### src/vfc_pkg.sv
`timescale 1ns / 1ps
// ----------------------------------------------------------------------------
// vfc_pkg
// Shared types, constants and the sequencer program of the voxel face culler.
// ----------------------------------------------------------------------------
package vfc_pkg;

   localparam int DEF_MAX_WIDTH  = 16;
   localparam int DEF_MAX_HEIGHT = 256;
   localparam int DEF_TYPE_BITS  = 8;

   localparam int NUM_DIRS  = 6;
   localparam int UPC_BITS  = 4;
   localparam int UPC_DEPTH = 2 ** UPC_BITS;
   localparam int PROG_LEN  = 10;

   localparam logic [UPC_BITS-1:0] UPC_IDLE   = 4'd0;
   localparam logic [UPC_BITS-1:0] UPC_CENTER = 4'd1;
   localparam logic [UPC_BITS-1:0] UPC_EMIT   = 4'd9;

   localparam logic ACT_WRITE = 1'b0;
   localparam logic ACT_QUERY = 1'b1;

   localparam logic CSR_WIDTH  = 1'b0;
   localparam logic CSR_HEIGHT = 1'b1;

   // neighbor codes double as face direction / visibility bit index
   typedef enum logic [2:0] {
      NBR_LEFT   = 3'd0,
      NBR_RIGHT  = 3'd1,
      NBR_FRONT  = 3'd2,
      NBR_BACK   = 3'd3,
      NBR_BOTTOM = 3'd4,
      NBR_TOP    = 3'd5,
      NBR_CENTER = 3'd6
   } nbr_sel_type;

   typedef enum logic [1:0] {
      CAP_NONE   = 2'd0,
      CAP_CENTER = 2'd1,
      CAP_VIS    = 2'd2
   } cap_type;

   typedef enum logic [2:0] {
      COND_NEVER  = 3'd0,
      COND_ALWAYS = 3'd1,
      COND_GO     = 3'd2,
      COND_AIR    = 3'd3,
      COND_LAST   = 3'd4
   } cond_type;

   typedef struct packed {
      nbr_sel_type         sel;
      cap_type             cap;
      logic [2:0]          vis_idx;
      logic                take;
      logic                emit;
      cond_type            cond;
      logic                hold;
      logic [UPC_BITS-1:0] target;
   } ctrl_word_type;

   typedef struct packed {
      logic go;
      logic air;
      logic emit_last;
   } seq_status_type;

   // Each step reads one cell; capturing steps take the cell read in the step before.
   localparam ctrl_word_type PROGRAM [UPC_DEPTH] = '{
      '{NBR_CENTER, CAP_NONE,   3'd0, 1'b1, 1'b0, COND_GO,     1'b1, UPC_CENTER},
      '{NBR_CENTER, CAP_NONE,   3'd0, 1'b0, 1'b0, COND_NEVER,  1'b0, UPC_IDLE},
      '{NBR_LEFT,   CAP_CENTER, 3'd0, 1'b0, 1'b0, COND_AIR,    1'b0, UPC_IDLE},
      '{NBR_RIGHT,  CAP_VIS,    3'd0, 1'b0, 1'b0, COND_NEVER,  1'b0, UPC_IDLE},
      '{NBR_FRONT,  CAP_VIS,    3'd1, 1'b0, 1'b0, COND_NEVER,  1'b0, UPC_IDLE},
      '{NBR_BACK,   CAP_VIS,    3'd2, 1'b0, 1'b0, COND_NEVER,  1'b0, UPC_IDLE},
      '{NBR_BOTTOM, CAP_VIS,    3'd3, 1'b0, 1'b0, COND_NEVER,  1'b0, UPC_IDLE},
      '{NBR_TOP,    CAP_VIS,    3'd4, 1'b0, 1'b0, COND_NEVER,  1'b0, UPC_IDLE},
      '{NBR_CENTER, CAP_VIS,    3'd5, 1'b0, 1'b0, COND_NEVER,  1'b0, UPC_IDLE},
      '{NBR_CENTER, CAP_NONE,   3'd0, 1'b0, 1'b1, COND_LAST,   1'b1, UPC_IDLE},
      '{NBR_CENTER, CAP_NONE,   3'd0, 1'b0, 1'b0, COND_ALWAYS, 1'b0, UPC_IDLE},
      '{NBR_CENTER, CAP_NONE,   3'd0, 1'b0, 1'b0, COND_ALWAYS, 1'b0, UPC_IDLE},
      '{NBR_CENTER, CAP_NONE,   3'd0, 1'b0, 1'b0, COND_ALWAYS, 1'b0, UPC_IDLE},
      '{NBR_CENTER, CAP_NONE,   3'd0, 1'b0, 1'b0, COND_ALWAYS, 1'b0, UPC_IDLE},
      '{NBR_CENTER, CAP_NONE,   3'd0, 1'b0, 1'b0, COND_ALWAYS, 1'b0, UPC_IDLE},
      '{NBR_CENTER, CAP_NONE,   3'd0, 1'b0, 1'b0, COND_ALWAYS, 1'b0, UPC_IDLE}
   };

endpackage

### src/vfc_sequencer.sv
`timescale 1ns / 1ps
// ----------------------------------------------------------------------------
// vfc_sequencer
// Step counter over the program ROM with conditional jumps or holds on datapath status.
// ----------------------------------------------------------------------------
module vfc_sequencer (
   input  logic                    clock,
   input  logic                    reset,
   input  vfc_pkg::seq_status_type status,
   output vfc_pkg::ctrl_word_type  cw
);

   logic [vfc_pkg::UPC_BITS-1:0] upc_ff;
   logic [vfc_pkg::UPC_BITS-1:0] upc_in;
   logic                         cond_hit;

   assign cw = vfc_pkg::PROGRAM[upc_ff];

   always_comb begin
      unique case (cw.cond)
         vfc_pkg::COND_NEVER:  cond_hit = 1'b0;
         vfc_pkg::COND_ALWAYS: cond_hit = 1'b1;
         vfc_pkg::COND_GO:     cond_hit = status.go;
         vfc_pkg::COND_AIR:    cond_hit = status.air;
         vfc_pkg::COND_LAST:   cond_hit = status.emit_last;
         default:              cond_hit = 1'b1;
      endcase
      if (cond_hit) begin
         upc_in = cw.target;
      end else if (cw.hold) begin
         upc_in = upc_ff;
      end else begin
         upc_in = upc_ff + 1'b1;
      end
   end

   always_ff @(posedge clock) begin
      if (reset) begin
         upc_ff <= vfc_pkg::UPC_IDLE;
      end else begin
         upc_ff <= upc_in;
      end
   end

`ifndef SYNTHESIS
   a_upc_in_program: assert property (@(posedge clock) disable iff (reset)
      32'(upc_ff) < vfc_pkg::PROG_LEN)
      else $error("step counter left the program");

   a_center_from_idle: assert property (@(posedge clock) disable iff (reset)
      upc_ff == vfc_pkg::UPC_CENTER |-> $past(upc_ff) == vfc_pkg::UPC_IDLE)
      else $error("center read not entered from idle");

   a_emit_entry: assert property (@(posedge clock) disable iff (reset)
      upc_ff == vfc_pkg::UPC_EMIT |->
         ($past(upc_ff) == vfc_pkg::UPC_EMIT || $past(upc_ff) == vfc_pkg::UPC_EMIT - 1'b1))
      else $error("emit step entered out of order");
`endif

endmodule

### config.mk
export PLATFORM = sky130hd
export DESIGN_NAME = vfc_sequencer
export DESIGN_NICKNAME = d
export VERILOG_FILES = /design/src/vfc_pkg.sv /design/src/vfc_sequencer.sv
export SDC_FILE = /design/constraint.sdc
export NUM_CORES = 1
export LEC_CHECK = 0
export BUFFER_PORTS_ARGS = -buffer_cell sky130_fd_sc_hd__buf_2
export CAP_MARGIN = 20
export CORE_AREA = 5 5 42 44
export DETAILED_ROUTE_END_ITERATION = 16
export DIE_AREA = 0 0 47 49
export GPL_ROUTABILITY_DRIVEN = 1
export GPL_TIMING_DRIVEN = 1
export HOLD_SLACK_MARGIN = 0.05
export PLACE_DENSITY = 0.72
export SYNTH_ARGS = -nofsm -noshare
export SYNTH_HDL_FRONTEND = slang
export SYNTH_SLANG_ARGS = --single-unit
### constraint.sdc
create_clock -name clock -period 1.51 [get_ports clock]
set_input_delay 0.3775 -clock clock [delete_from_list [all_inputs] [get_ports clock]]
set_output_delay 0.3775 -clock clock [all_outputs]
set_load 0.01 [all_outputs]
==> flow_metrics.env, run 1 <==
export IMPL_grt_pass1_vias=583
export IMPL_ys_seq_area_share_pct=15.1
export IMPL_die_width_um=47
export IMPL_area_delta_synth_final_pct=90.8
export IMPL_slew_viol_final=0
export IMPL_max_freq_mhz=584
export IMPL_place_gp_congestion=0.822
export IMPL_place_port_buffers=19
export IMPL_max_cap_violations=0
export IMPL_hold_viol_final=0
export IMPL_worst_setup_path_type="register to output port"
export IMPL_cts_hold_buf=0
export IMPL_drive_gt1_share_pct=76.0
export IMPL_clock_root_buffer="clkbuf_4"
export IMPL_ant_nets=0
export IMPL_cpMaxStageDelayCell="dfxtp_4"
export IMPL_top_register="upc_ff"
export IMPL_netlist_area_um2=531
export IMPL_largest_reg_flops=4
export IMPL_worstPathRequired_ps=1130
export IMPL_cts_buffers=3
export IMPL_timing_setup_tns_ps=-2130
export IMPL_synth_seq_cells=4
export IMPL_boundaryPins=23
export IMPL_path_buf_inv=2
export IMPL_dp_cells=107
export IMPL_worstSkewPairLatency_ps=230
export IMPL_cts_buffer_depth=2
export IMPL_rows=14
export IMPL_yosysTopAreaCellShare_pct=23.6
export IMPL_setup_viol=16
export IMPL_clk_pin_slew_worst_paths_ps=40
export IMPL_ys_types=28
export IMPL_fillers=98
export IMPL_grt_pass1_wl_um=2600
export IMPL_cts_tree="built"
export IMPL_drt_iter0_markers=7
export IMPL_register_area_um2=90.1
export IMPL_overflow=0
export IMPL_regToRegSetupSlack_ps=-50
export IMPL_vias=593
export IMPL_hpwl_um=1070
export IMPL_multi_input_area_um2=547
export IMPL_initial_core_util_pct=37.9
export IMPL_fin_crit_sh_pct=113
export IMPL_fin_ws_ps=-202
export IMPL_cts_num_sinks=4
export IMPL_endpoint_kind="output port"
export IMPL_reg_top3="upc_ff (4)"
export IMPL_clock_skew_ps=2.05
export IMPL_cp_cell_sequence="inv_8 -> ha_4 -> or3_1 -> buf_2"
export IMPL_dr_pass1_iters=4
export IMPL_fin_cells=116
export IMPL_worst_path_dominant_cell_family="flip-flops"
export IMPL_synth_top_area_cell="ha_1"
export IMPL_wl_per_cell_um=15.6
export IMPL_die_area_mm2=0.00230
export IMPL_crit_arrival_ps=1330
export IMPL_total_power_mw=1.38
export IMPL_drcViolationCount=0
export IMPL_antenna_found_initial=0
export IMPL_status="finished with violations"
export IMPL_ir_drop_mv=0.990
export IMPL_synthCells=63
export IMPL_place_ws_ps=-59.9
export IMPL_cts_htree_levels=1
export IMPL_grt_max_degree=11
export IMPL_vias_per_cell=5.11
export IMPL_drt_total_wl_um=1810
export IMPL_coreArea_mm2=0.00140
export IMPL_violations="setup timing"
export IMPL_antenna_cells=0
export IMPL_rsz0062_at_grt="true"
export IMPL_fin_crit_ps=1710
export IMPL_yosys_top_cells_area="ha_1 (24%), dfxtp_1 (15%), buf_4 (7.1%)"
export IMPL_power_density_mw_per_mm2=1370
export IMPL_die_h_um=49
export IMPL_fin_nets=117
export IMPL_hold_class="input port to register"
export IMPL_critPathLaunchType="register"
export IMPL_slowest_delay_ps=410
export IMPL_p_leak_nw=0.451
export IMPL_synth_warnings=0
export IMPL_grt_usage_pct=15.7
export IMPL_postSynthAreaPerCell_um2=8.42
export IMPL_path_max_fanout=5
synthesized netlist by cell type, drive strengths merged:
master,n
a21o,1
a31oi,2
a41o,1
and2,4
and3,1
and3b,1
buf,6
conb,1
dfxtp,4
ha,10
inv,6
mux2i,3
nand2,4
nor2,4
nor2b,3
nor3,2
nor4b,1
o21a,1
o21ai,4
o31ai,2
or2,1
or3,1
power by group:
| group | internal (mW) | switching, mW | total, mW |
|---|---|---|---|
| clock network | 0.0890 | 0.0446 | 0.134 |
| logic | 0.599 | 0.474 | 1.07 |
| registers | 0.137 | 0.0398 | 0.176 |
worst register-to-register path, cell delays in order, from the launching register on:
cell	delay, ps
dfxtp_4	410
inv_8	70
ha_4	170
buf_6	110
and3b_1	180
o21ai_2	180
nand2_2	110
nor4b_2	240
metal layers:
layer / up-vias / wire length, um / track usage (%)
li1: 278 / - / -
met1: 286 / 639 / 16.3
met2: 25 / 1050 / 28.1
met3: 4 / 87 / 1.85
met4: 0 / 38 / 9.22
met5: - / 0 / 0
logic make-up after synthesis:
logic type	synth area share (%)
compound gates	17.2
fa+ha+maj	23.6
buf+inv	12.3
flops	15.1
mux	5.66
other cells	0.707
simple gates	25.5
final timing paths:
check,start,end,depth (start not counted)
worst min-delay path,reset,upc_ff[3],2
worst min register to register,upc_ff[3],upc_ff[0],3
worst max-delay path,upc_ff[1],cw[16],4
worst max register to register,upc_ff[1],upc_ff[2],7
cell usage in the layout, fill, tap and decap left out, drive strengths merged:
cell type,Yosys,routed
o21a,1,1
mux2i,3,3
and3b,1,1
a31oi,2,2
inv,6,6
nor2b,3,3
or3,1,1
buf,6,38
o21ai,4,4
o31ai,2,2
nor3,2,2
and2,4,4
a21o,1,1
or2,1,1
ha,10,10
dfxtp,4,4
and3,1,1
a41o,1,1
clkbuf,0,3
nor4b,1,1
nand2,4,4
nor2,4,4
conb,1,3
cell type report:
cell class                      count  share of cell area, %
Tap cell                           16                   1.98
Inverter                            6                   3.46
Timing Repair Buffer               38                   29.4
Sequential cell                     4                   8.90
Clock buffer                        3                   2.22
Multi-Input combinational cell     49                   54.0
metrics by stage:
step	instance area [um^2]	hold WS [ps]	utilization, %
after floorplan	542	441	-
after global placement	712	589	50.8
after detailed placement	712	588	50.8
after CTS	910	349	64.9
after global routing	1010	387	72.2
final	1010	375	72.2
what timing repair did:
action / in CTS / in global routing
pin swaps: 8 / 10
setup endpoints to repair: 16 / 19
buffers inserted: 4 / 3
resized for setup: 37 / 19
Note: power is estimated with default switching activity, not from simulation.
==> run 2, diff against run 1 <==
ABC_AREA = 1   (was unset)
CORE_AREA = 5 5 44 46   (was 5 5 42 44)
DIE_AREA = 0 0 49 51   (was 0 0 47 49)
PLACE_DENSITY = 0.69   (was 0.72)
==> flow_metrics.env, run 2 <==
export IMPL_max_freq_mhz=603
export IMPL_hold_depth=4
export IMPL_postSynthAreaPerCell_um2=7.21
export IMPL_yosysTopAreaCellShare_pct=21.7
export IMPL_cp_cell_sequence="inv_4 -> ha_4 -> inv_2 -> nor3_4 -> inv_2 -> nand2_4 -> buf_6"
export IMPL_top_register="upc_ff"
export IMPL_final_common_cell="buf_4"
export IMPL_initial_core_util_pct=39.2
export IMPL_slew_viol_final=0
export IMPL_yosys_top_cells_area="ha_1 (22%), dfxtp_1 (14%), nand2_1 (12%)"
export IMPL_ant_nets=0
export IMPL_die_area_mm2=0.00250
export IMPL_vias=625
export IMPL_clk_pin_slew_worst_paths_ps=40
export IMPL_vias_per_cell=4.60
export IMPL_fillers=135
export IMPL_max_cap_violations=0
export IMPL_drive_gt1_share_pct=59.2
export IMPL_coreArea_mm2=0.00147
export IMPL_ys_seq_area_share_pct=13.9
export IMPL_clock_skew_ps=3.05
export IMPL_violations="setup timing"
export IMPL_regToRegSetupSlack_ps=-20
export IMPL_dr_pass1_iters=4
export IMPL_synth_top_area_cell="ha_1"
export IMPL_wl_per_cell_um=11.5
export IMPL_p_leak_nw=0.523
export IMPL_yosysMostFrequentCell="nand2_1"
export IMPL_antenna_cells=0
export IMPL_cts_buffer_depth=2
export IMPL_largest_reg_flops=4
export IMPL_power_density_mw_per_mm2=1260
export IMPL_fin_nets=137
export IMPL_fin_ws_ps=-148
export IMPL_crit_cells=7
export IMPL_path_buf_inv=4
export IMPL_synth_main_ff_cell="dfxtp_1"
export IMPL_worstPathRequired_ps=1130
export IMPL_status="finished with violations"
export IMPL_crit_arrival_ps=1280
export IMPL_cts_num_sinks=4
export IMPL_total_power_mw=1.20
export IMPL_overflow=0
export IMPL_synth_common_cells="nand2_1 (18), inv_1 (12), ha_1 (10), nor2_1 (7), buf_4 (5)"
export IMPL_grt_max_degree=8
export IMPL_die_h_um=51
export IMPL_slowest_delay_ps=350
export IMPL_grt_pass1_vias=591
export IMPL_fin_util_pct=64.7
export IMPL_clock_root_buffer="clkbuf_4"
export IMPL_path_max_fanout=4
export IMPL_drcViolationCount=0
export IMPL_hold_viol_final=0
export IMPL_timing_setup_tns_ps=-1480
export IMPL_cts_buffers=3
export IMPL_place_port_buffers=19
export IMPL_cts_tree="built"
export IMPL_worst_setup_path_type="register to output port"
export IMPL_reg_top3="upc_ff (4)"
export IMPL_final_cell_mix="buf_4 (20), buf_2 (14), nand2_1 (13)"
export IMPL_cpMaxStageDelayCell="dfxtp_4"
export IMPL_hpwl_um=1130
export IMPL_setup_viol=17
export IMPL_die_width_um=49
export IMPL_boundaryPins=23
export IMPL_antenna_found_initial=0
export IMPL_drt_iter0_markers=6
export IMPL_synth_warnings=0
export IMPL_place_ws_ps=-11.3
export IMPL_hold_class="input port to register"
export IMPL_area_delta_synth_final_pct=65.1
export IMPL_synthCells=80
export IMPL_endpoint_kind="output port"
export IMPL_worst_path_dominant_cell_family="flip-flops"
export IMPL_grt_usage_pct=12.6
export IMPL_rsz0062_at_grt="true"
export IMPL_hold_ws_ps=410
export IMPL_grt_pass1_wl_um=2530
export IMPL_fin_crit_sh_pct=110
export IMPL_place_gp_congestion=0.846
export IMPL_crit_top_cell="inv_2"
export IMPL_netlist_area_um2=577
export IMPL_worst_r2r_path_depth=8
export IMPL_worstSkewPairLatency_ps=230
export IMPL_ys_types=22
export IMPL_drt_total_wl_um=1560
export IMPL_ir_drop_mv=0.721
export IMPL_fin_crit_ps=1660
export IMPL_synth_seq_cells=4
export IMPL_rows=14
export IMPL_synth_edf_count=0
export IMPL_synthArstFlopShare_pct=0
export IMPL_cts_htree_levels=1
export IMPL_critPathLaunchType="register"
run 2: what timing repair did:
| action | in CTS | in global routing |
|---|---|---|
| gates cloned | 0 | 0 |
| gates resized for setup | 20 | 3 |
| pin swaps | 5 | 2 |
| endpoints found under the setup margin | 17 | 19 |
| setup buffers | 7 | 2 |
| hold buffers | 0 | 0 |
run 2: metrics by stage:
stage | instances | area (um^2)
after floorplan | 82 | 609
after global placement | 124 | 773
after detailed placement | 124 | 773
after CTS | 134 | 923
after global routing | 136 | 952
final | 136 | 952
run 2: area by class of cell:
type,instances,area [um^2],area share (%)
clock buffers,3,22.5,2.37
inverters,14,57.6,6.04
multi-input cells,58,464,48.8
flip-flops and latches,4,88.8,9.33
well taps,16,20.0,2.10
repair buffers,41,299,31.4
run 2: cells by family after synthesis:
group,count (synthesis),share of synthesized area [%]
and+or+nand+nor,40,39.0
buffers and inverters,20,17.6
adders and majority gates,10,21.7
AOI/OAI and AO/OA,5,7.16
DFF,4,13.9
other,1,0.650
run 2: worst paths after layout:
check,end,from
max reg2reg,upc_ff[2],upc_ff[1]
min reg2reg,upc_ff[1],upc_ff[1]
max,cw[4],upc_ff[0]
min,upc_ff[0],reset
run 2: worst register-to-register path, stage by stage, from the launching register on:
cell and delay [ps]:
dfxtp_4 350, buf_4 140, ha_1 220, nand3_4 130
nand2_4 60, buf_4 140, a21boi_4 170, nand3_2 100
nor3b_2 160
run 2: power breakdown:
part | switching (mW) | internal (mW) | total [mW] | leakage (nW)
logic | 0.428 | 0.479 | 0.908 | 0.475
registers | 0.0291 | 0.136 | 0.165 | 0.0344
clock network | 0.0411 | 0.0887 | 0.130 | 0.0138
run 2: layer usage:
| metal | global-route usage [%] | vias up | wire [um] |
|---|---|---|---|
| met3 | 2.62 | 2 | 84 |
| met5 | 0 | - | 0 |
| met1 | 14.3 | 277 | 599 |
| met2 | 22.6 | 19 | 859 |
| met4 | 5.83 | 0 | 20 |
| li1 | - | 327 | - |
